===== config.mk =====
export PLATFORM = sky130hd
export DESIGN_NAME = integer_cast_range_check_flat
export DESIGN_NICKNAME = d
export VERILOG_FILES = /design/src/hw/rtl/icrc_pkg.sv /design/src/hw/rtl/icrc_in_if.sv /design/src/hw/rtl/icrc_out_if.sv /design/src/hw/rtl/integer_cast_range_check.sv /design/src/hw/rtl/icrc_cfg.sv /design/src/hw/rtl/icrc_core.sv /design/src/flat_wrapper.sv
export SDC_FILE = /design/constraint.sdc
export NUM_CORES = 1
export LEC_CHECK = 0
export ABC_CLOCK_PERIOD_IN_PS = 6200
export BUFFER_PORTS_ARGS = -buffer_cell sky130_fd_sc_hd__buf_2
export CAP_MARGIN = 20
export CORE_MARGIN = 2
export CORE_UTILIZATION = 60
export DETAILED_ROUTE_END_ITERATION = 12
export PLACE_DENSITY = 0.89
export SLEW_MARGIN = 20
export SYNTH_ARGS = -nofsm -noshare
export SYNTH_HDL_FRONTEND = slang
export SYNTH_HIERARCHICAL = 1
export SYNTH_SLANG_ARGS = --single-unit
export TNS_END_PERCENT = 20

===== constraint.sdc =====
create_clock -name i_clk -period 6.2 [get_ports i_clk]
set_input_delay 0.62 -clock i_clk [delete_from_list [all_inputs] [get_ports i_clk]]
set_output_delay 0.62 -clock i_clk [all_outputs]
set_load 0.02 [all_outputs]

===== src/hw/rtl/icrc_pkg.sv =====
// ----------------------------------------------------------------------------
// icrc_pkg: shared types, constants and functions
// This file holds the register indexes, the type-code helpers and the bound
// struct that the range check uses.
// ----------------------------------------------------------------------------
`default_nettype none

package icrc_pkg;

    localparam int ELEM_W = 64;
    localparam int CFG_IDX_W = 3;
    localparam int TYPE_W = 3;

    localparam logic [ELEM_W-1:0] SIGN_BIT = {1'b1, {(ELEM_W-1){1'b0}}};

    // register indexes on the configuration port
    localparam logic [CFG_IDX_W-1:0] REG_BOUND_MODE  = 3'd0;
    localparam logic [CFG_IDX_W-1:0] REG_COLUMN_TYPE = 3'd1;
    localparam logic [CFG_IDX_W-1:0] REG_TARGET_TYPE = 3'd2;
    localparam logic [CFG_IDX_W-1:0] REG_LOWER_BOUND = 3'd3;
    localparam logic [CFG_IDX_W-1:0] REG_UPPER_BOUND = 3'd4;

    // width codes, low two bits of a type code
    localparam logic [1:0] WC_8  = 2'd0;
    localparam logic [1:0] WC_16 = 2'd1;
    localparam logic [1:0] WC_32 = 2'd2;
    localparam logic [1:0] WC_64 = 2'd3;

    typedef struct packed {
        logic [1:0]        width_code;
        logic              col_signed;
        logic [ELEM_W-1:0] lo_key;
        logic [ELEM_W-1:0] hi_key;
    } t_check_cfg;

    function automatic logic [ELEM_W-1:0] f_mask(input logic [1:0] wc);
        logic [ELEM_W-1:0] m;
        case (wc)
            WC_8:    m = {{(ELEM_W-8){1'b0}}, {8{1'b1}}};
            WC_16:   m = {{(ELEM_W-16){1'b0}}, {16{1'b1}}};
            WC_32:   m = {{(ELEM_W-32){1'b0}}, {32{1'b1}}};
            default: m = {ELEM_W{1'b1}};
        endcase
        return m;
    endfunction

    function automatic logic f_top_bit(input logic [ELEM_W-1:0] bits,
                                       input logic [1:0] wc);
        logic b;
        case (wc)
            WC_8:    b = bits[7];
            WC_16:   b = bits[15];
            WC_32:   b = bits[31];
            default: b = bits[ELEM_W-1];
        endcase
        return b;
    endfunction

    function automatic logic [ELEM_W-1:0] f_extend(input logic [ELEM_W-1:0] bits,
                                                   input logic [1:0] wc,
                                                   input logic sg);
        logic [ELEM_W-1:0] m;
        logic [ELEM_W-1:0] v;
        m = f_mask(wc);
        v = bits & m;
        if (sg && f_top_bit(bits, wc)) begin
            v = v | ~m;
        end
        return v;
    endfunction

    function automatic logic f_type_signed(input logic [TYPE_W-1:0] t);
        return ~t[2];
    endfunction

    function automatic logic [ELEM_W-1:0] f_type_max(input logic [TYPE_W-1:0] t);
        logic [ELEM_W-1:0] m;
        m = f_mask(t[1:0]);
        return f_type_signed(t) ? (m >> 1) : m;
    endfunction

    // order-preserving unsigned key
    function automatic logic [ELEM_W-1:0] f_key(input logic [ELEM_W-1:0] v,
                                                input logic sg);
        return sg ? (v ^ SIGN_BIT) : v;
    endfunction

endpackage

`default_nettype wire


===== src/hw/rtl/icrc_in_if.sv =====
// ----------------------------------------------------------------------------
// icrc_in_if: element channel
// Valid/ready channel that carries one column element per item.
// ----------------------------------------------------------------------------
`default_nettype none

interface icrc_in_if;
    import icrc_pkg::*;

    logic              valid;
    logic              ready;
    logic [ELEM_W-1:0] element_bits;
    logic              element_valid;
    logic              last_element;

    modport source (
        output valid,
        output element_bits,
        output element_valid,
        output last_element,
        input  ready
    );

    modport sink (
        input  valid,
        input  element_bits,
        input  element_valid,
        input  last_element,
        output ready
    );
endinterface

`default_nettype wire


===== src/hw/rtl/icrc_out_if.sv =====
// ----------------------------------------------------------------------------
// icrc_out_if: result channel
// Valid/ready channel that carries the per-column check result.
// ----------------------------------------------------------------------------
`default_nettype none

interface icrc_out_if;
    import icrc_pkg::*;

    logic              valid;
    logic              ready;
    logic              check_status;
    logic [ELEM_W-1:0] offending_value;

    modport source (
        output valid,
        output check_status,
        output offending_value,
        input  ready
    );

    modport sink (
        input  valid,
        input  check_status,
        input  offending_value,
        output ready
    );
endinterface

`default_nettype wire


===== src/hw/rtl/integer_cast_range_check.sv =====
// ----------------------------------------------------------------------------
// integer_cast_range_check: streaming range check of an integer column
// Channels: i_item carries one column element per item (raw bits, a present
//   flag and an end-of-column flag); o_result carries one item per column
//   with the status and the first out-of-range element.
// Configuration: i_cfg_we / i_cfg_idx / i_cfg_data write one register per
//   cycle: bound mode, column type, target type, lower and upper bound.
// Throughput: one item per cycle while no last item waits on a pending
//   result; the compare sits between the element register and the result
//   register, so nothing else limits the rate below that.
// Path: a last item goes through the element register, then the result register.
// Stall: while a result waits on o_result, non-last items still flow in and
//   update the column state; a following last item holds in the element
//   register, and i_item.ready drops, until the result is taken.
// Reset: synchronous, active low; registers return to derived mode with
//   signed 64-bit column and target types, bounds zero, no pending result.
// ----------------------------------------------------------------------------
`default_nettype none

module integer_cast_range_check (
    input  wire logic                           i_clk,
    input  wire logic                           i_rst_n,
    input  wire logic                           i_cfg_we,
    input  wire logic [icrc_pkg::CFG_IDX_W-1:0] i_cfg_idx,
    input  wire logic [icrc_pkg::ELEM_W-1:0]    i_cfg_data,
    icrc_in_if.sink                             i_item,
    icrc_out_if.source                          o_result
);
    import icrc_pkg::*;

    t_check_cfg check_cfg;

    icrc_cfg u_cfg (
        .i_clk       (i_clk),
        .i_rst_n     (i_rst_n),
        .i_cfg_we    (i_cfg_we),
        .i_cfg_idx   (i_cfg_idx),
        .i_cfg_data  (i_cfg_data),
        .o_check_cfg (check_cfg)
    );

    icrc_core u_core (
        .i_clk       (i_clk),
        .i_rst_n     (i_rst_n),
        .i_check_cfg (check_cfg),
        .i_item      (i_item),
        .o_result    (o_result)
    );

endmodule

`default_nettype wire


===== src/hw/rtl/icrc_cfg.sv =====
// ----------------------------------------------------------------------------
// icrc_cfg: configuration registers and bound selection
// Holds the five registers and turns them into the column width, signedness
// and the ordered lower and upper bound keys.
// ----------------------------------------------------------------------------
`default_nettype none

module icrc_cfg (
    input  wire logic                           i_clk,
    input  wire logic                           i_rst_n,
    input  wire logic                           i_cfg_we,
    input  wire logic [icrc_pkg::CFG_IDX_W-1:0] i_cfg_idx,
    input  wire logic [icrc_pkg::ELEM_W-1:0]    i_cfg_data,
    output icrc_pkg::t_check_cfg                o_check_cfg
);
    import icrc_pkg::*;

    logic              r_bound_mode;
    logic [TYPE_W-1:0] r_column_type;
    logic [TYPE_W-1:0] r_target_type;
    logic [ELEM_W-1:0] r_lower_bound;
    logic [ELEM_W-1:0] r_upper_bound;

    always_ff @(posedge i_clk) begin
        if (!i_rst_n) begin
            r_bound_mode  <= 1'b1;
            r_column_type <= 3'd3;
            r_target_type <= 3'd3;
            r_lower_bound <= '0;
            r_upper_bound <= '0;
        end else if (i_cfg_we) begin
            case (i_cfg_idx)
                REG_BOUND_MODE:  r_bound_mode  <= i_cfg_data[0];
                REG_COLUMN_TYPE: r_column_type <= i_cfg_data[TYPE_W-1:0];
                REG_TARGET_TYPE: r_target_type <= i_cfg_data[TYPE_W-1:0];
                REG_LOWER_BOUND: r_lower_bound <= i_cfg_data;
                REG_UPPER_BOUND: r_upper_bound <= i_cfg_data;
                default: ;
            endcase
        end
    end

    logic              col_sg;
    logic              tgt_sg;
    logic [1:0]        min_wc;
    logic [ELEM_W-1:0] col_max;
    logic [ELEM_W-1:0] tgt_max;
    logic [ELEM_W-1:0] lo;
    logic [ELEM_W-1:0] hi;

    always_comb begin
        col_sg  = f_type_signed(r_column_type);
        tgt_sg  = f_type_signed(r_target_type);
        col_max = f_type_max(r_column_type);
        tgt_max = f_type_max(r_target_type);
        min_wc  = (r_column_type[1:0] < r_target_type[1:0]) ?
                  r_column_type[1:0] : r_target_type[1:0];
        if (r_bound_mode) begin
            // intersection of the column range and the target range
            hi = (col_max < tgt_max) ? col_max : tgt_max;
            lo = (col_sg && tgt_sg) ? ~(f_mask(min_wc) >> 1) : '0;
        end else begin
            lo = f_extend(r_lower_bound, r_column_type[1:0], col_sg);
            hi = f_extend(r_upper_bound, r_column_type[1:0], col_sg);
        end
        o_check_cfg.width_code = r_column_type[1:0];
        o_check_cfg.col_signed = col_sg;
        o_check_cfg.lo_key     = f_key(lo, col_sg);
        o_check_cfg.hi_key     = f_key(hi, col_sg);
    end

endmodule

`default_nettype wire


===== src/hw/rtl/icrc_core.sv =====
// ----------------------------------------------------------------------------
// icrc_core: element register, range compare and result register
// Registers each item, compares it against the bound keys, keeps the first
// out-of-range element and loads the result register on the last element.
// ----------------------------------------------------------------------------
`default_nettype none

module icrc_core (
    input  wire logic                 i_clk,
    input  wire logic                 i_rst_n,
    input  wire icrc_pkg::t_check_cfg i_check_cfg,
    icrc_in_if.sink                   i_item,
    icrc_out_if.source                o_result
);
    import icrc_pkg::*;

    // element register
    logic              r_in_valid;
    logic [ELEM_W-1:0] r_in_bits;
    logic              r_in_ev;
    logic              r_in_last;

    // column state
    logic              r_err;
    logic [ELEM_W-1:0] r_bad;

    // result register
    logic              r_out_valid;
    logic              r_out_status;
    logic [ELEM_W-1:0] r_out_value;

    logic              adv;
    logic              in_fire;
    logic              out_fire;
    logic [ELEM_W-1:0] ext_val;
    logic [ELEM_W-1:0] val_key;
    logic              is_bad;
    logic              n_err;
    logic [ELEM_W-1:0] n_bad;

    // a last item waits only when the result register is full and stalled
    assign adv      = r_in_valid && (!r_in_last || !r_out_valid || o_result.ready);
    assign in_fire  = i_item.valid && i_item.ready;
    assign out_fire = r_out_valid && o_result.ready;

    assign i_item.ready = !r_in_valid || adv;

    always_comb begin
        ext_val = f_extend(r_in_bits, i_check_cfg.width_code, i_check_cfg.col_signed);
        val_key = f_key(ext_val, i_check_cfg.col_signed);
        is_bad  = r_in_ev && ((val_key < i_check_cfg.lo_key) ||
                              (val_key > i_check_cfg.hi_key));
        n_err   = r_err || is_bad;
        n_bad   = (is_bad && !r_err) ? (r_in_bits & f_mask(i_check_cfg.width_code))
                                     : r_bad;
    end

    always_ff @(posedge i_clk) begin
        if (!i_rst_n) begin
            r_in_valid <= 1'b0;
        end else if (i_item.ready) begin
            r_in_valid <= i_item.valid;
        end
    end

    always_ff @(posedge i_clk) begin
        if (in_fire) begin
            r_in_bits <= i_item.element_bits;
            r_in_ev   <= i_item.element_valid;
            r_in_last <= i_item.last_element;
        end
    end

    always_ff @(posedge i_clk) begin
        if (!i_rst_n) begin
            r_err       <= 1'b0;
            r_bad       <= '0;
            r_out_valid <= 1'b0;
        end else begin
            if (adv && r_in_last) begin
                r_err       <= 1'b0;
                r_bad       <= '0;
                r_out_valid <= 1'b1;
            end else begin
                if (adv) begin
                    r_err <= n_err;
                    r_bad <= n_bad;
                end
                if (out_fire) begin
                    r_out_valid <= 1'b0;
                end
            end
        end
    end

    always_ff @(posedge i_clk) begin
        if (adv && r_in_last) begin
            r_out_status <= n_err;
            r_out_value  <= n_err ? n_bad : '0;
        end
    end

    assign o_result.valid           = r_out_valid;
    assign o_result.check_status    = r_out_status;
    assign o_result.offending_value = r_out_value;

    a_bad_zero_when_clean: assert property (@(posedge i_clk) disable iff (!i_rst_n)
        !r_err |-> (r_bad == '0))
        else $error("stored bad value without an error flag");

    a_last_clears_state: assert property (@(posedge i_clk) disable iff (!i_rst_n)
        (adv && r_in_last) |=> (!r_err && r_out_valid))
        else $error("last item did not close the column");

    a_ok_result_zero: assert property (@(posedge i_clk) disable iff (!i_rst_n)
        (r_out_valid && !r_out_status) |-> (r_out_value == '0))
        else $error("clean result carries a nonzero value");

    a_no_overwrite: assert property (@(posedge i_clk) disable iff (!i_rst_n)
        (r_out_valid && !o_result.ready) |-> !(adv && r_in_last))
        else $error("pending result overwritten");

endmodule

`default_nettype wire


===== src/flat_wrapper.sv =====
// flat-port wrapper written by rule: the top's interface ports become plain ports
module integer_cast_range_check_flat import icrc_pkg::*;
  (i_clk, i_rst_n, i_cfg_we, i_cfg_idx, i_cfg_data, i_item_valid, i_item_element_bits, i_item_element_valid, i_item_last_element, i_item_ready, o_result_valid, o_result_check_status, o_result_offending_value, o_result_ready);
  icrc_in_if i_item_i ();
  icrc_out_if o_result_i ();
  input  wire logic i_clk;
  input  wire logic i_rst_n;
  input  wire logic i_cfg_we;
  input  wire logic [icrc_pkg::CFG_IDX_W-1:0] i_cfg_idx;
  input  wire logic [icrc_pkg::ELEM_W-1:0] i_cfg_data;
  input wire logic [$bits(i_item_i.valid)-1:0] i_item_valid;
  input wire logic [$bits(i_item_i.element_bits)-1:0] i_item_element_bits;
  input wire logic [$bits(i_item_i.element_valid)-1:0] i_item_element_valid;
  input wire logic [$bits(i_item_i.last_element)-1:0] i_item_last_element;
  output wire logic [$bits(i_item_i.ready)-1:0] i_item_ready;
  output wire logic [$bits(o_result_i.valid)-1:0] o_result_valid;
  output wire logic [$bits(o_result_i.check_status)-1:0] o_result_check_status;
  output wire logic [$bits(o_result_i.offending_value)-1:0] o_result_offending_value;
  input wire logic [$bits(o_result_i.ready)-1:0] o_result_ready;
  assign i_item_i.valid = i_item_valid;
  assign i_item_i.element_bits = i_item_element_bits;
  assign i_item_i.element_valid = i_item_element_valid;
  assign i_item_i.last_element = i_item_last_element;
  assign i_item_ready = i_item_i.ready;
  assign o_result_valid = o_result_i.valid;
  assign o_result_check_status = o_result_i.check_status;
  assign o_result_offending_value = o_result_i.offending_value;
  assign o_result_i.ready = o_result_ready;
  integer_cast_range_check u_core (.i_clk(i_clk), .i_rst_n(i_rst_n), .i_cfg_we(i_cfg_we), .i_cfg_idx(i_cfg_idx), .i_cfg_data(i_cfg_data), .i_item(i_item_i), .o_result(o_result_i));
endmodule

After elaboration in Yosys (flattened, before gate mapping). Cells that the tools add are included.

Flip-flop bits (word level): 333. Output and inout bits: 67. Logic and storage cells: 99. Input port bits: 138.

Reduce and logical (&&, ||, !) cells: 30. Mux-type cells: 26. Order comparisons: 4. Equal/unequal tests: 10. Bitwise logic cells: 15.

Operators by type and width (count): $mux W64 (15); $pmux W64 S3 (3); $and A64 B64 Y64 (3); $or A64 B64 Y64 (3); $lt A64 B64 Y1 (2); $not A64 Y64 (2); $gt A64 B64 Y1 (1); $not A63 Y64 (1); $logic_and A1 B1 Y1 (10); $reduce_and A2 Y1 (5); $pmux W1 S3 (3); $eq A2 B1 Y1 const B (3); $eq A2 B2 Y1 const B (3); $eq A3 B2 Y1 const B (2); $logic_not A2 Y1 (3); $not A1 Y1 (6); $logic_or A1 B1 Y1 (5); $logic_not A1 Y1 (4); $mux W1 (4); $eq A3 B1 Y1 const B (1); $eq A3 B3 Y1 const B (1); $logic_not A3 Y1 (1); $lt A2 B2 Y1 (1); $mux W2 (1); 2 further kinds (2).

Longest topological paths before layout. Gate-level depths: netlist of run 1.

Word-level depth: 15. Gate-level depth with buffers: 23. Gate-level depth less buffers: 18.

Modules after synthesis. Netlist of run 1, hierarchy kept.

Modules (own cells, without submodules): icrc_core (sequential area each 5275.1 µm², cells an instance 1179, times used 1, area each 11400.9 µm²); icrc_cfg (sequential area each 2702.6 µm², cells an instance 960, times used 1, area each 6940.4 µm²).

Least setup slack after synthesis of run 1. OpenSTA, ideal clock, no wires.

Path type: register to register. Start point: register u_core.u_cfg.r_column_type[1]. End point: register u_core.u_core.r_out_value[22], in the netlist u_core/u_core/o_result.offending_value[22] (data pin). Buffers on the path: 5. Setup time: 268 ps. Period minus slack after synthesis: 5191 ps. Arrival time: 4923 ps. Data required time: 5932 ps. Stages on the path, launching flop included: 23. Setup slack: 1009 ps. Cell sequence: dfxtp_1 > buf_2 > and2_1 > clkbuf_1 > buf_1 > ha_1 > nand2_1 > o21ai_0 > nor3_2 > nor3b_1 > nor3_1 > inv_1 > ha_1 > a21oi_1 > o21ai_1 > a221o_1 > a211o_1 > a211oi_1 > nand3b_1 > a32oi_1 > buf_2 > buf_2 > o31ai_1.

RTL lines: from (decl) (line icrc_cfg.sv:19) `logic [TYPE_W-1:0] r_column_type;`; from (signal assigned) (line icrc_cfg.sv:34) `REG_COLUMN_TYPE: r_column_type <= i_cfg_data[TYPE_W-1:0];`; to (signal assigned) (line icrc_core.sv:99) `r_out_value <= n_err ? n_bad : '0;`; to (decl) (line icrc_core.sv:30) `logic [ELEM_W-1:0] r_out_value;`.

==> metrics.md, run 1 <==
| Metric | Value |
|---|---|
| Final Hold Vio Count | `0` |
| Pre-CTS setup slack | `roughly 0.25 ns` |
| TritonCTS clock tree | `done` |
| # nets final | `about 2500` |
| CTS Sinks | `333` |
| Cell taking the most area after synthesis | `dfxtp_1` |
| Residual DRC | `0` |
| Actual slew at the worst max-slew pin | `1.081 ns` |
| Max-cap violation count | `0` |
| Via count | `16108` |
| Total GRT Usage | `30.74%` |
| Hpwl dp | `between 30000 and 40000 um` |
| # rows | `64` |
| DR iter-0 viols | `roughly 1900` |
| Die X | `about 180 um` |
| Status | `completed` |
| Setup WS post-layout | `about 0.35 ns` |
| GPL Wtd Cong | `between 0.9 and 1` |
| Fmax | `roughly 170 MHz` |
| CTS Buffer Depth | `3` |
| Reg clk slew, reported paths | `around 0.06 ns` |
| Unrepaired setup endpoints after global routing | `yes` |
| R2r worst-path depth | `18` |
| Max Slew Vio Count | `0` |
| Unique cell type count in the Yosys netlist | `just over 60` |
| Vias/cell | `around 6.0` |
| Syn Nets | `between 2000 and 2500` |
| Mapped cell area | `about 18000 um^2` |
| Setup_tns | `0 ns` |
| Die area | `31980 um^2` |
| Pre-antenna DRT Iters | `5` |
| Leak | `around 0.0083 uW` |
| First-pass GRT wire length | `78050 um` |
| Share of the synthesized area in the top cell type | `between 20% and 30%` |
| Multi-input gate area | `between 9000 and 10000 um^2` |
| Post-Syn Instances | `around 2100` |
| Max FO, Critical Path | `66` |
| Die height | `approximately 180 um` |
| Setup crit end | `u_core/u_core/o_result.offending_value[17]` |
| Post-route insts no fill | `~2700` |
| Ratio of cells with drive above 1 in the final layout | `14.43%` |
| Worst Path Arrival | `just over 6 ns` |
| #FFs+latches synth | `333` |
| Clock root cell | `clkbuf_16` |
| Most frequent cell after synthesis | `nand2_1` |
| Critical path class | `reg -> reg` |
| FF/Latch Area | `7988 um^2` |
| GRT overflow | `0` |
| Hold Buf Count CTS | `0` |
| Clk_skew | `~0.024 ns` |
| IO Port Bufs | `204` |
| Fill count | `~2300` |
| Most common library cells after synthesis | `536 x nand2_1, 202 x dfxtp_1, 154 x a21oi_1, 139 x inv_1, 137 x ha_1` |
| Routed WL per cell | `18.92 um` |
| Final Critical Period | `about 5.8 ns` |
| H-tree depth | `2` |
| Initial core utilization | `60.43%` |
| Reg2reg start | `u_core/u_cfg/r_target_type[1]` |
| Synth async-reset ratio | `0%` |
| Seq/Total Area, Yosys | `a little over two fifths` |
| Post-placement cell count | `around 2600` |
| Tcrit/Tclk final | `a little over nine tenths` |
| Critical Path Sink Type | `flip-flop` |
| Clock Latency Late Sink | `approximately 0.54 ns` |
| Ports | `between 200 and 250` |
| Post-synth EDFFs | `approximately 130` |
| RR Endpoint | `u_core/u_core/o_result.offending_value[17]` |
| Vias in the first global route | `between 15000 and 20000` |
| Final ANT Viol Nets | `0` |
| Hold Path Class | `in -> reg` |
| Largest net degree at the start of global routing | `approximately 130` |
| Cts bufs inserted | `36` |
| Synth Warn # | `6` |
| Final worst hold slack | `between 0.2 and 0.3 ns` |
| Peak supply drop | `around 150 uV` |
| Worst path required time | `6.51 ns` |
| Top FF cell, synth | `dfxtp_1` |
| Pwr dens | `roughly 270 nW/um^2` |
| Area Overhead vs Synth | `12.83%` |
| Slew HR | `~28%` |
| Crit path launch | `u_core/u_cfg/r_target_type[1]` |
| Critical Path Source Type | `flip-flop` |
| Synth area leaders | `dfxtp_1 22%, edfxtp_1 21%, nand2_1 11%, ha_1 9.3%, a21boi_0 5.4%` |
| Syn avg cell area | `about 8.6 um^2` |
| R2R Setup Slk | `0.35 ns` |
| Core area | `about 30000 um^2` |
| Final Setup Violations | `0` |
| Total Wirelength | `roughly 51000 um` |
| Antenna violations before repair | `0` |
==> kinds of logic after synthesis <==
| group | Yosys count | share of synthesized area (%) |
|---|---|---|
| AO/OA/AOI/OAI | 536 | 18.06 |
| adder cells (fa/ha/maj) | 137 | 9.346 |
| buffers and inverters | 292 | 6.487 |
| flip-flops | 333 | 43.50 |
| multiplexers | 74 | 4.189 |
| AND/OR/NAND/NOR | 767 | 18.43 |
==> layer usage <==
metal  vias to the layer above  global-route usage [%]  wire length [um]
li1                       7597                       -                 -
met1                      7595                   43.00             21510
met2                       805                   47.60             22440
met3                       111                   6.361              5196
met4                         0                   10.03              1491
met5                         -                       0                 0
==> cells in the final DEF (no fill, tap or decap), types with 19 or more instances in the layout <==
master | synthesis | layout
a21boi_0 | 131 | 131
a21oi_1 | 154 | 154
buf_2 | 15 | 204
buf_4 | 4 | 19
clkbuf_16 | 0 | 37
dfxtp_1 | 202 | 198
edfxtp_1 | 131 | 131
ha_1 | 137 | 137
inv_1 | 139 | 139
mux2i_1 | 70 | 70
nand2_1 | 536 | 536
nand2b_1 | 48 | 48
nand3_1 | 66 | 64
nand4_1 | 22 | 22
nor2_1 | 25 | 23
o21ai_0 | 122 | 122
o31ai_1 | 58 | 58
==> critical path, stage by stage (launching register included) <==
cell      delay [ns]
dfxtp_1         0.54
o21ai_0         0.23
ha_1            0.35
nand4_1         0.20
or2_2           0.40
and4_4          0.20
o21ai_2         0.77
o21ai_0         0.26
inv_1           0.11
ha_1            0.17
nand4_2         0.16
nor4_4          0.41
nand3_1         0.22
nor4b_2         0.41
a211oi_1        0.13
nand3b_1        0.28
a32oi_4         0.16
buf_12          0.23
o31ai_1         0.36
==> per-stage QoR <==
stage	total power [uW]	utilization, %	area (um^2)
2_1_floorplan	3156	-	18340
3_3_place_gp	3416	64.10	19450
3_5_place_dp	3465	64.10	19450
4_1_cts	5642	68.11	20670
5_1_grt	5884	68.18	20690
6_report	5663	68.19	20690
==> state kept, by name, indices dropped and copies added (netlist names) <==
register	cells
u_core/u_cfg/r_lower_bound	64
u_core/u_cfg/r_upper_bound	64
u_core/u_core/o_result.offending_value	64
u_core/u_core/r_bad	64
u_core/u_core/r_in_bits	64
u_core/u_cfg/r_column_type	3
u_core/u_cfg/r_target_type	3
u_core/u_cfg/r_bound_mode	1
u_core/u_core/o_result.check_status	1
u_core/u_core/o_result.valid	1
u_core/u_core/r_err	1
u_core/u_core/r_in_ev	1
u_core/u_core/r_in_last	1
u_core/u_core/r_in_valid	1
==> final cells by class <==
class / instances / area share (%)
inverters: 140 / 2.539
diodes: 1 / 0.01209
clock inverters: 26 / 1.252
multi-input cells: 1515 / 44.75
clock buffers: 40 / 4.625
repair buffers: 226 / 5.828
well taps: 396 / 2.394
flip-flops and latches: 333 / 38.60
==> worst min path at each step <==
stage | startpoint | endpoint | slack (ns) | cells after the start
2_1_floorplan | u_core/u_core/r_bad[0] | u_core/u_core/r_bad[0] | 0.43 | 2
3_3_place_gp | u_core/u_core/r_bad[8] | u_core/u_core/r_bad[8] | 0.44 | 2
3_5_place_dp | u_core/u_core/r_bad[14] | u_core/u_core/r_bad[14] | 0.45 | 2
4_1_cts | i_item_element_bits[44] | u_core/u_core/r_in_bits[44] | 0.25 | 1
5_1_grt | i_item_element_bits[45] | u_core/u_core/r_in_bits[45] | 0.24 | 1
6_report | i_item_element_bits[45] | u_core/u_core/r_in_bits[45] | 0.26 | 1
==> power breakdown <==
part | internal, uW | total (uW) | switching, uW
clock | 1290 | 2200 | 909
sequential | 2370 | 2410 | 49.2
combinational | 378 | 1050 | 668
==> repair_timing <==
action                                 in CTS  in global routing
resized for setup                           0                  1
buffers inserted                            0                  0
setup endpoints to repair                   0                 64
endpoints found under the hold margin       0                  0
Note: power is estimated with default switching activity, not from simulation.
==> run 2: changes to the inputs <==
- BUFFER_PORTS_ARGS: -buffer_cell sky130_fd_sc_hd__buf_2 -> unset
- CORE_UTILIZATION: 60 -> 64
- DONT_BUFFER_PORTS: unset -> 1
- PLACE_DENSITY: 0.89 -> 0.88
- SYNTH_HIERARCHICAL: 1 -> unset
==> metrics.md, run 2 <==
| Metric | Value |
|---|---|
| Die area | `29180 um^2 (-8.8%)` |
| Clock share of power | `38.7% (-0.2 points)` |
| Leak | `0.007512 uW (-9.4%)` |
| Area Overhead vs Synth | `7.031%` |
| Clk_skew | `0.01581 ns (-0.008578 ns)` |
| Die X | `170.8 um (-4.5%)` |
| Core area | `27630 um^2 (-9.0%)` |
| Max FO, Critical Path | `65 (-1.5%)` |
| Peak supply drop | `146.3 uV (-0.90%)` |
| Total power | `5415 uW (-4.4%)` |
| IO Port Bufs | `0 (-100%)` |
| Worst path required time | `6.43 ns (-0.08 ns)` |
| Hold Buf Count CTS | `0 (unchanged)` |
| Total GRT Usage | `31.53% (+0.79 points)` |
| Die height | `170.8 um (-4.5%)` |
| Cts bufs inserted | `36 (unchanged)` |
| Final ANT Viol Nets | `0 (unchanged)` |
| Psw | `1495 uW (-8.1%)` |
| GR peak layer | `met1` |
| Share of the synthesized area in the top cell type | `22.70% (+0.65 points)` |
| Buffer count from post-CTS setup fixing | `0 (unchanged)` |
| H-tree depth | `2 (unchanged)` |
| Hpwl dp | `32750 um (-6.1%)` |
| Commonest non-fill, non-tap cell in the layout | `nand2_1` |
| Largest net degree at the start of global routing | `140 (+6.9%)` |
| Met2 Use GR | `44.32% (-3.3 points)` |
| R2r worst-path depth | `18 (unchanged)` |
| Synth async-reset ratio | `0% (unchanged)` |
| Max Slew Vio Count | `0 (unchanged)` |
| Antenna violations before repair | `1 (+1)` |
| Ratio of cells with drive above 1 in the final layout | `5.309% (-9.1 points)` |
| Synth Warn # | `0 (-6)` |
| Max-cap violation count | `0 (unchanged)` |
| Clock Latency Late Sink | `0.52 ns (-0.02 ns)` |
| CTS Sinks | `333 (unchanged)` |
| Mapped cell area | `17810 um^2 (-2.9%)` |
| Clock root cell | `clkbuf_16` |
| DR iter-0 viols | `1808 (-7.1%)` |
| Post-Syn Instances | `2009 (-6.1%)` |
| Setup_tns | `0 ns (unchanged)` |
| First-pass GRT wire length | `72590 um (-7.0%)` |
| Final Critical Period | `5.597 ns (-0.2519 ns)` |
| Top FF cell, synth | `dfxtp_1` |
| GR Util met3 | `8.166% (+1.8 points)` |
| Most frequent cell after synthesis | `nand2_1` |
| Sequential share of power | `45.3% (+2.7 points)` |
| WHS Path Cells | `1 (unchanged)` |
| Slew HR | `29.86% (+2.0 points)` |
| Initial core utilization | `64.47% (+4.0 points)` |
| Final Hold Vio Count | `0 (unchanged)` |
| Critical Path Sink Type | `flip-flop` |
| Worst Hold Path EP | `u_core.u_cfg.r_target_type[0]` |
| Critical path class | `reg -> reg` |
| Post-placement cell count | `2270 (-13%)` |
| Fmax | `178.7 MHz (+4.5%)` |
| XOR/XNOR Fraction of Synth Area | `0% (unchanged)` |
| GPL Wtd Cong | `0.9477 (-2.7%)` |
| Vias/cell | `6.174 (+2.6%)` |
| Cell taking the most area after synthesis | `dfxtp_1` |
| Synth area leaders | `dfxtp_1 23%, edfxtp_1 22%, nand2_1 13%, ha_1 9.6%, a21boi_0 5.5%` |
| Tcrit/Tclk final | `90.27% (-4.1 points)` |
| Critical Path Source Type | `flip-flop` |
| Simple-gate area share of the yosys netlist | `20.23% (+1.8 points)` |
| Comb pwr share | `16.0% (-2.5 points)` |
| # nets final | `2205 (-13%)` |
| TritonCTS clock tree | `done` |
| Most frequent cells in the layout | `630 x nand2_1, 200 x dfxtp_1, 136 x ha_1` |
| # rows | `61 (-4.7%)` |
| Unrepaired setup endpoints after global routing | `no` |
| Syn avg cell area | `8.867 um^2 (+3.4%)` |
| Fill count | `2143 (-8.2%)` |
| Total Wirelength | `46670 um (-7.8%)` |
| Actual slew at the worst max-slew pin | `1.047 ns (-0.03390 ns)` |
| Post-route insts no fill | `2338 (-13%)` |
| #FFs+latches synth | `333 (unchanged)` |
| Synth Area in Adders | `9.553% (+0.21 points)` |
| CTS Buffer Depth | `3 (unchanged)` |
| Syn Nets | `2283 (-5.4%)` |
| Pre-antenna DRT Iters | `7 (+2)` |
| Reg clk slew, reported paths | `0.06 ns (about the same)` |
| Power Internal | `3921 uW (-2.9%)` |
| Main combinational cell family by area after synthesis | `simple AND/OR/NAND/NOR gates` |
| Multiplexer share of the synthesized area | `4.053% (-0.14 points)` |
| Switching share of power | `27.60% (-1.1 points)` |
| Worst Path Arrival | `5.83 ns (-0.33 ns)` |
| Most common library cells after synthesis | `630 x nand2_1, 202 x dfxtp_1, 136 x ha_1, 131 x edfxtp_1, 130 x a21boi_0` |
| R2R Setup Slk | `0.60 ns (+0.25 ns)` |
| Final Setup Violations | `0 (unchanged)` |
| Post-synth EDFFs | `131 (unchanged)` |
| Ports | `205 (unchanged)` |
| Pwr dens | `284.0 nW/um^2 (+3.8%)` |
| Seq/Total Area, Yosys | `44.78% (+1.3 points)` |
| Hold_sp | `i_rst_n` |
| Via count | `14434 (-10%)` |
| Unique cell type count in the Yosys netlist | `63 (+3.3%)` |
| Residual DRC | `0 (unchanged)` |
| Vias in the first global route | `13300 (-12%)` |
| Status | `completed` |
| GRT overflow | `0 (unchanged)` |
| RR Endpoint | `u_core.u_core.o_result.offending_value[52]` |
| Crit path launch | `u_core.u_cfg.r_column_type[0]` |
| Reg2reg start | `u_core.u_cfg.r_column_type[0]` |
| Routed WL per cell | `19.96 um (+5.5%)` |
| Area fraction in compound gates after synthesis | `17.29% (-0.77 points)` |
| Resized cells post-CTS | `0 (unchanged)` |
| Hold Path Class | `in -> reg` |
| GR Layer Usage met1 | `48.42% (+5.4 points)` |
-- run 2: cell types whose count changed after synthesis, moves of 7 or more --
cell | previous run | this run
nand2_1 | 536 | 630
and2_1 | 1 | 9
nor2_1 | 25 | 41
a21oi_1 | 154 | 75
buf_2 | 15 | 4
o21ai_0 | 122 | 64
nand3_1 | 66 | 74
inv_1 | 139 | 7
nor2b_1 | 15 | 8
or2_2 | 10 | 2
a21o_1 | 7 | 68
and3_1 | 3 | 33
nand2b_1 | 48 | 20
-- run 2: worst max path at each step --
stage	endpoint	slack [ns]	cells past startpoint
after floorplan	u_core.u_core.o_result.offending_value[58]	1.18	24
after global placement	u_core.u_core.o_result.offending_value[25]	0.89	18
after detailed placement	u_core.u_core.o_result.offending_value[52]	0.69	18
after CTS	u_core.u_core.o_result.offending_value[52]	0.67	18
after global routing	u_core.u_core.o_result.offending_value[45]	0.27	18
final	u_core.u_core.o_result.offending_value[52]	0.60	18
-- run 2: logic make-up (layout without fill, tap and decap cells) --
group / count (synthesis) / after routing
simple gates: 858 / 858
compound gates: 456 / 456
flops: 333 / 333
buf+inv: 154 / 104
fa+ha+maj: 136 / 136
mux: 72 / 72
other cells: 0 / 1
-- run 2: per-layer routing --
layer  part of all wire (%)  up-vias
li1                       -     6883
met1                     45     6775
met2                     41      702
met3                     12       74
met4                    1.9        0
met5                      0        -
-- run 2: final cells by class --
class | count | area, um^2 | share of cell area, %
diodes | 1 | 2.502 | 0.01313
clock buffers | 54 | 1050 | 5.506
clock inverters | 12 | 107.6 | 0.5644
inverters | 10 | 37.54 | 0.1969
multi-input cells | 1522 | 9165 | 48.07
flip-flops and latches | 333 | 7983 | 41.87
well taps | 378 | 473.0 | 2.481
repair buffers | 28 | 247.7 | 1.299
-- run 2: critical path: stages, from the launching register on --
cell      delay [ns]
dfxtp_1         0.33
buf_4           0.35
nand2_1         0.22
nor2_1          0.22
ha_1            0.27
a21oi_1         0.17
o21ai_2         0.21
o211ai_1        0.88
nand2_1         0.18
ha_1            0.39
a21oi_1         0.15
o21ai_1         0.08
a222oi_1        0.32
or3b_1          0.43
a41oi_1         0.23
a21o_2          0.21
and2_2          0.18
buf_12          0.29
o31ai_1         0.16
-- run 2: power groups by stage --
stage	logic [uW]	clock network [uW]	registers, uW
floorplan	678	0	2470
global placement	792	0	2500
detailed placement	832	0	2500
CTS	843	2110	2460
global route	968	2190	2460
finish	865	2100	2460
-- run 2: stage by stage --
stage	hold WS, ns	setup slack [ns]	util, %	area (um^2)
3_5_place_dp	0.4459	0.6910	64.74	17890
2_1_floorplan	0.4348	1.178	-	17810
5_1_grt	0.1697	0.2673	69.01	19070
3_3_place_gp	0.4410	0.8920	64.72	17880
4_1_cts	0.1650	0.6747	68.92	19040
6_report	0.1740	0.6030	69.01	19070
==> run 3: changes to the inputs <==
--- a/config.mk
+++ b/config.mk
@@ -8,9 +8,10 @@
 export ABC_CLOCK_PERIOD_IN_PS = 6200
 export CAP_MARGIN = 20
+export CORE_ASPECT_RATIO = 2
 export CORE_MARGIN = 2
-export CORE_UTILIZATION = 64
+export CORE_UTILIZATION = 39
 export DETAILED_ROUTE_END_ITERATION = 12
 export DONT_BUFFER_PORTS = 1
-export PLACE_DENSITY = 0.88
+export PLACE_DENSITY = 0.61
 export SLEW_MARGIN = 20
 export SYNTH_ARGS = -nofsm -noshare
==> constraint.sdc (replaced) <==
create_clock -name i_clk -period 6.2 [get_ports i_clk]
set_input_delay 0.93 -clock i_clk [delete_from_list [all_inputs] [get_ports i_clk]]
set_output_delay 0.93 -clock i_clk [all_outputs]
set_load 0.02 [all_outputs]
==> metrics.md, run 3 (synthesis gave the netlist of run 2 again) <==
| Metric | Value |
|---|---|
| Status | `completed` |
| IO Port Bufs | `0 (unchanged)` |
| Final Hold Vio Count | `0 (unchanged)` |
| Hold Path Class | `in -> reg` |
| Reg2reg start | `u_core.u_core.r_in_bits[31]` |
| Die X | `155.1 um (-9.2%)` |
| Power Internal | `3902 uW (-0.49%)` |
| Sequential share of power | `45.0% (-0.3 points)` |
| Worst Hold Path EP | `u_core.u_core.r_in_bits[31]` |
| Clock share of power | `38.4% (-0.3 points)` |
| Die height | `306.2 um (+79%)` |
| WP buf/inv | `3 (+1)` |
| Slew HR | `30.83% (+0.97 points)` |
| Clk_skew | `0.02427 ns (+0.008458 ns)` |
| Hold_sp | `i_item_element_bits[31]` |
| Final Critical Period | `5.490 ns (-0.1065 ns)` |
| Post-placement cell count | `2461 (+8.4%)` |
| Vias in the first global route | `14133 (+6.3%)` |
| Crit-path leading delay family | `simple AND/OR/NAND/NOR gates` |
| Unrepaired setup endpoints after global routing | `no` |
| First-pass GRT wire length | `85400 um (+18%)` |
| Max Slew Vio Count | `0 (unchanged)` |
| CTS Sinks | `333 (unchanged)` |
| Max FO, Critical Path | `41 (-37%)` |
| Slowest cell on the critical path | `o311ai_1` |
| Total Wirelength | `57250 um (+23%)` |
| Reg clk slew, reported paths | `0.07 ns (about the same)` |
| Hpwl dp | `41710 um (+27%)` |
| Via count | `14146 (-2.0%)` |
| Post-route insts no fill | `2521 (+7.8%)` |
| Peak supply drop | `266.9 uV (+82%)` |
| GRT overflow | `0 (unchanged)` |
| Critical Path Source Type | `flip-flop` |
| Critical Path Sink Type | `flip-flop` |
| Largest net degree at the start of global routing | `140 (unchanged)` |
| Cts bufs inserted | `31 (-14%)` |
| WHS Path Cells | `0 (-1)` |
| Setup_tns | `0 ns (unchanged)` |
| # nets final | `2208 (+0.14%)` |
| Core area | `45010 um^2 (+63%)` |
| Fmax | `182.1 MHz (+1.9%)` |
| Fill count | `4356 (+100%)` |
| Clock root cell | `clkbuf_16` |
| Final Setup Violations | `0 (unchanged)` |
| RR Endpoint | `u_core.u_core.o_result.offending_value[38]` |
| Pre-CTS setup slack | `0.7316 ns (+0.04063 ns)` |
| Worst Path Arrival | `5.82 ns (about the same)` |
| R2r worst-path depth | `17 (-1)` |
| Comb pwr share | `16.5% (+0.5 points)` |
| TritonCTS clock tree | `done` |
| GPL Wtd Cong | `0.9626 (+1.6%)` |
| Most frequent cell on the critical path | `nand2_1` |
| Residual DRC | `0 (unchanged)` |
| Routed WL per cell | `22.71 um (+14%)` |
| Area Overhead vs Synth | `8.576%` |
| Total GRT Usage | `23.69% (-7.8 points)` |
| Actual slew at the worst max-slew pin | `1.038 ns (-0.009883 ns)` |
| Pre-antenna DRT Iters | `5 (-2)` |
| Switching share of power | `28.40% (+0.81 points)` |
| H-tree depth | `1 (-1)` |
| Final ANT Viol Nets | `0 (unchanged)` |
| Commonest non-fill, non-tap cell in the layout | `nand2_1` |
| Leak | `0.007543 uW (+0.41%)` |
| Tcrit/Tclk final | `88.56% (-1.7 points)` |
| Pwr dens | `281.8 nW/um^2 (-0.80%)` |
| WP depth | `17 (-1)` |
| Worst path required time | `6.53 ns (+0.10 ns)` |
| Final worst hold slack | `0.4093 ns (+0.2353 ns)` |
| Psw | `1548 uW (+3.6%)` |
| Ratio of cells with drive above 1 in the final layout | `5.666% (+0.36 points)` |
| CP cell instances | `nand2_1 > buf_4 > a21boi_0 > o21ai_0 > nand3_1 > buf_4 > nand2_1 > ha_1 > nand2_1 > nor3_1 > nand4_1 > nor2_1 > a211oi_2 > o311ai_1 > and2_2 > buf_12 > o31ai_1` |
| Vias/cell | `5.611 (-9.1%)` |
| Core Util, Final | `42.97% (-26 points)` |
| Most frequent cells in the layout | `630 x nand2_1, 200 x dfxtp_1, 136 x ha_1` |
| R2R Setup Slk | `0.71 ns (+0.11 ns)` |
| Die area | `47500 um^2 (+63%)` |
| Clock Latency Late Sink | `0.61 ns (+0.09 ns)` |
| Max-cap violation count | `0 (unchanged)` |
| DR iter-0 viols | `808 (-55%)` |
| Setup WS post-layout | `0.7095 ns (+0.1065 ns)` |
| Buffer count from post-CTS setup fixing | `0 (unchanged)` |
| CTS Buffer Depth | `3 (unchanged)` |
| Initial core utilization | `39.58% (-25 points)` |
| # rows | `110 (+80%)` |
| Hold Buf Count CTS | `0 (unchanged)` |
| Resized cells post-CTS | `0 (unchanged)` |
| Antenna violations before repair | `1 (unchanged)` |
| Max incr delay on CP | `0.75 ns (-0.13 ns)` |
| Critical path class | `reg -> reg` |
| Ports | `205 (unchanged)` |
-- run 3: final cells by class --
cell class | count | area [um^2] | area share, %
multi-input cells | 1522 | 9183 | 47.48
diodes | 2 | 5.005 | 0.02588
flip-flops and latches | 333 | 7983 | 41.27
clock inverters | 17 | 216.5 | 1.119
inverters | 10 | 37.54 | 0.1941
repair buffers | 36 | 320.3 | 1.656
clock buffers | 41 | 895.9 | 4.632
well taps | 560 | 700.7 | 3.623
-- run 3: worst reg2reg max path, stage by stage, from the launching register on --
cell	delay (ns)
edfxtp_1	0.48
nand2_1	0.08
buf_4	0.16
a21boi_0	0.14
o21ai_0	0.60
nand3_1	0.63
buf_4	0.35
nand2_1	0.10
ha_1	0.16
nand2_1	0.10
nor3_1	0.43
nand4_1	0.18
nor2_1	0.18
a211oi_2	0.13
o311ai_1	0.75
and2_2	0.35
buf_12	0.23
o31ai_1	0.16
-- run 3: through the flow --
| stage | cell area, um^2 | total power [uW] |
|---|---|---|
| 2_1_floorplan | 17810 | 3149 |
| 3_3_place_gp | 18220 | 3379 |
| 3_5_place_dp | 18220 | 3403 |
| 4_1_cts | 19330 | 5505 |
| 5_1_grt | 19340 | 5694 |
| 6_report | 19340 | 5450 |
-- run 3: power groups by stage --
stage	clock network (uW)	logic (uW)	registers [uW]
final	2090	901	2450
after global routing	2220	1020	2460
after CTS	2140	906	2450
after detailed placement	0	900	2500
after global placement	0	876	2500
after floorplan	0	678	2470
-- run 3: metal layers --
| layer | global-route usage (%) | up-vias | part of all wire (%) |
|---|---|---|---|
| li1 | - | 6883 | - |
| met1 | 22.76 | 6746 | 33 |
| met2 | 46.79 | 390 | 56 |
| met3 | 3.463 | 127 | 4.6 |
| met4 | 13.42 | 0 | 6.4 |
| met5 | 0 | - | 0 |
-- run 3: worst max-delay path by stage --
stage                                        from                                          to  slack (ns)
floorplan           u_core.u_cfg.r_column_type[1]  u_core.u_core.o_result.offending_value[58]        1.18
global placement    u_core.u_cfg.r_target_type[1]  u_core.u_core.o_result.offending_value[41]        0.78
detailed placement  u_core.u_cfg.r_target_type[1]  u_core.u_core.o_result.offending_value[30]        0.73
CTS                 u_core.u_cfg.r_target_type[1]  u_core.u_core.o_result.offending_value[38]        0.71
global route        u_core.u_cfg.r_column_type[2]  u_core.u_core.o_result.offending_value[25]        0.43
finish                u_core.u_core.r_in_bits[31]  u_core.u_core.o_result.offending_value[38]        0.71
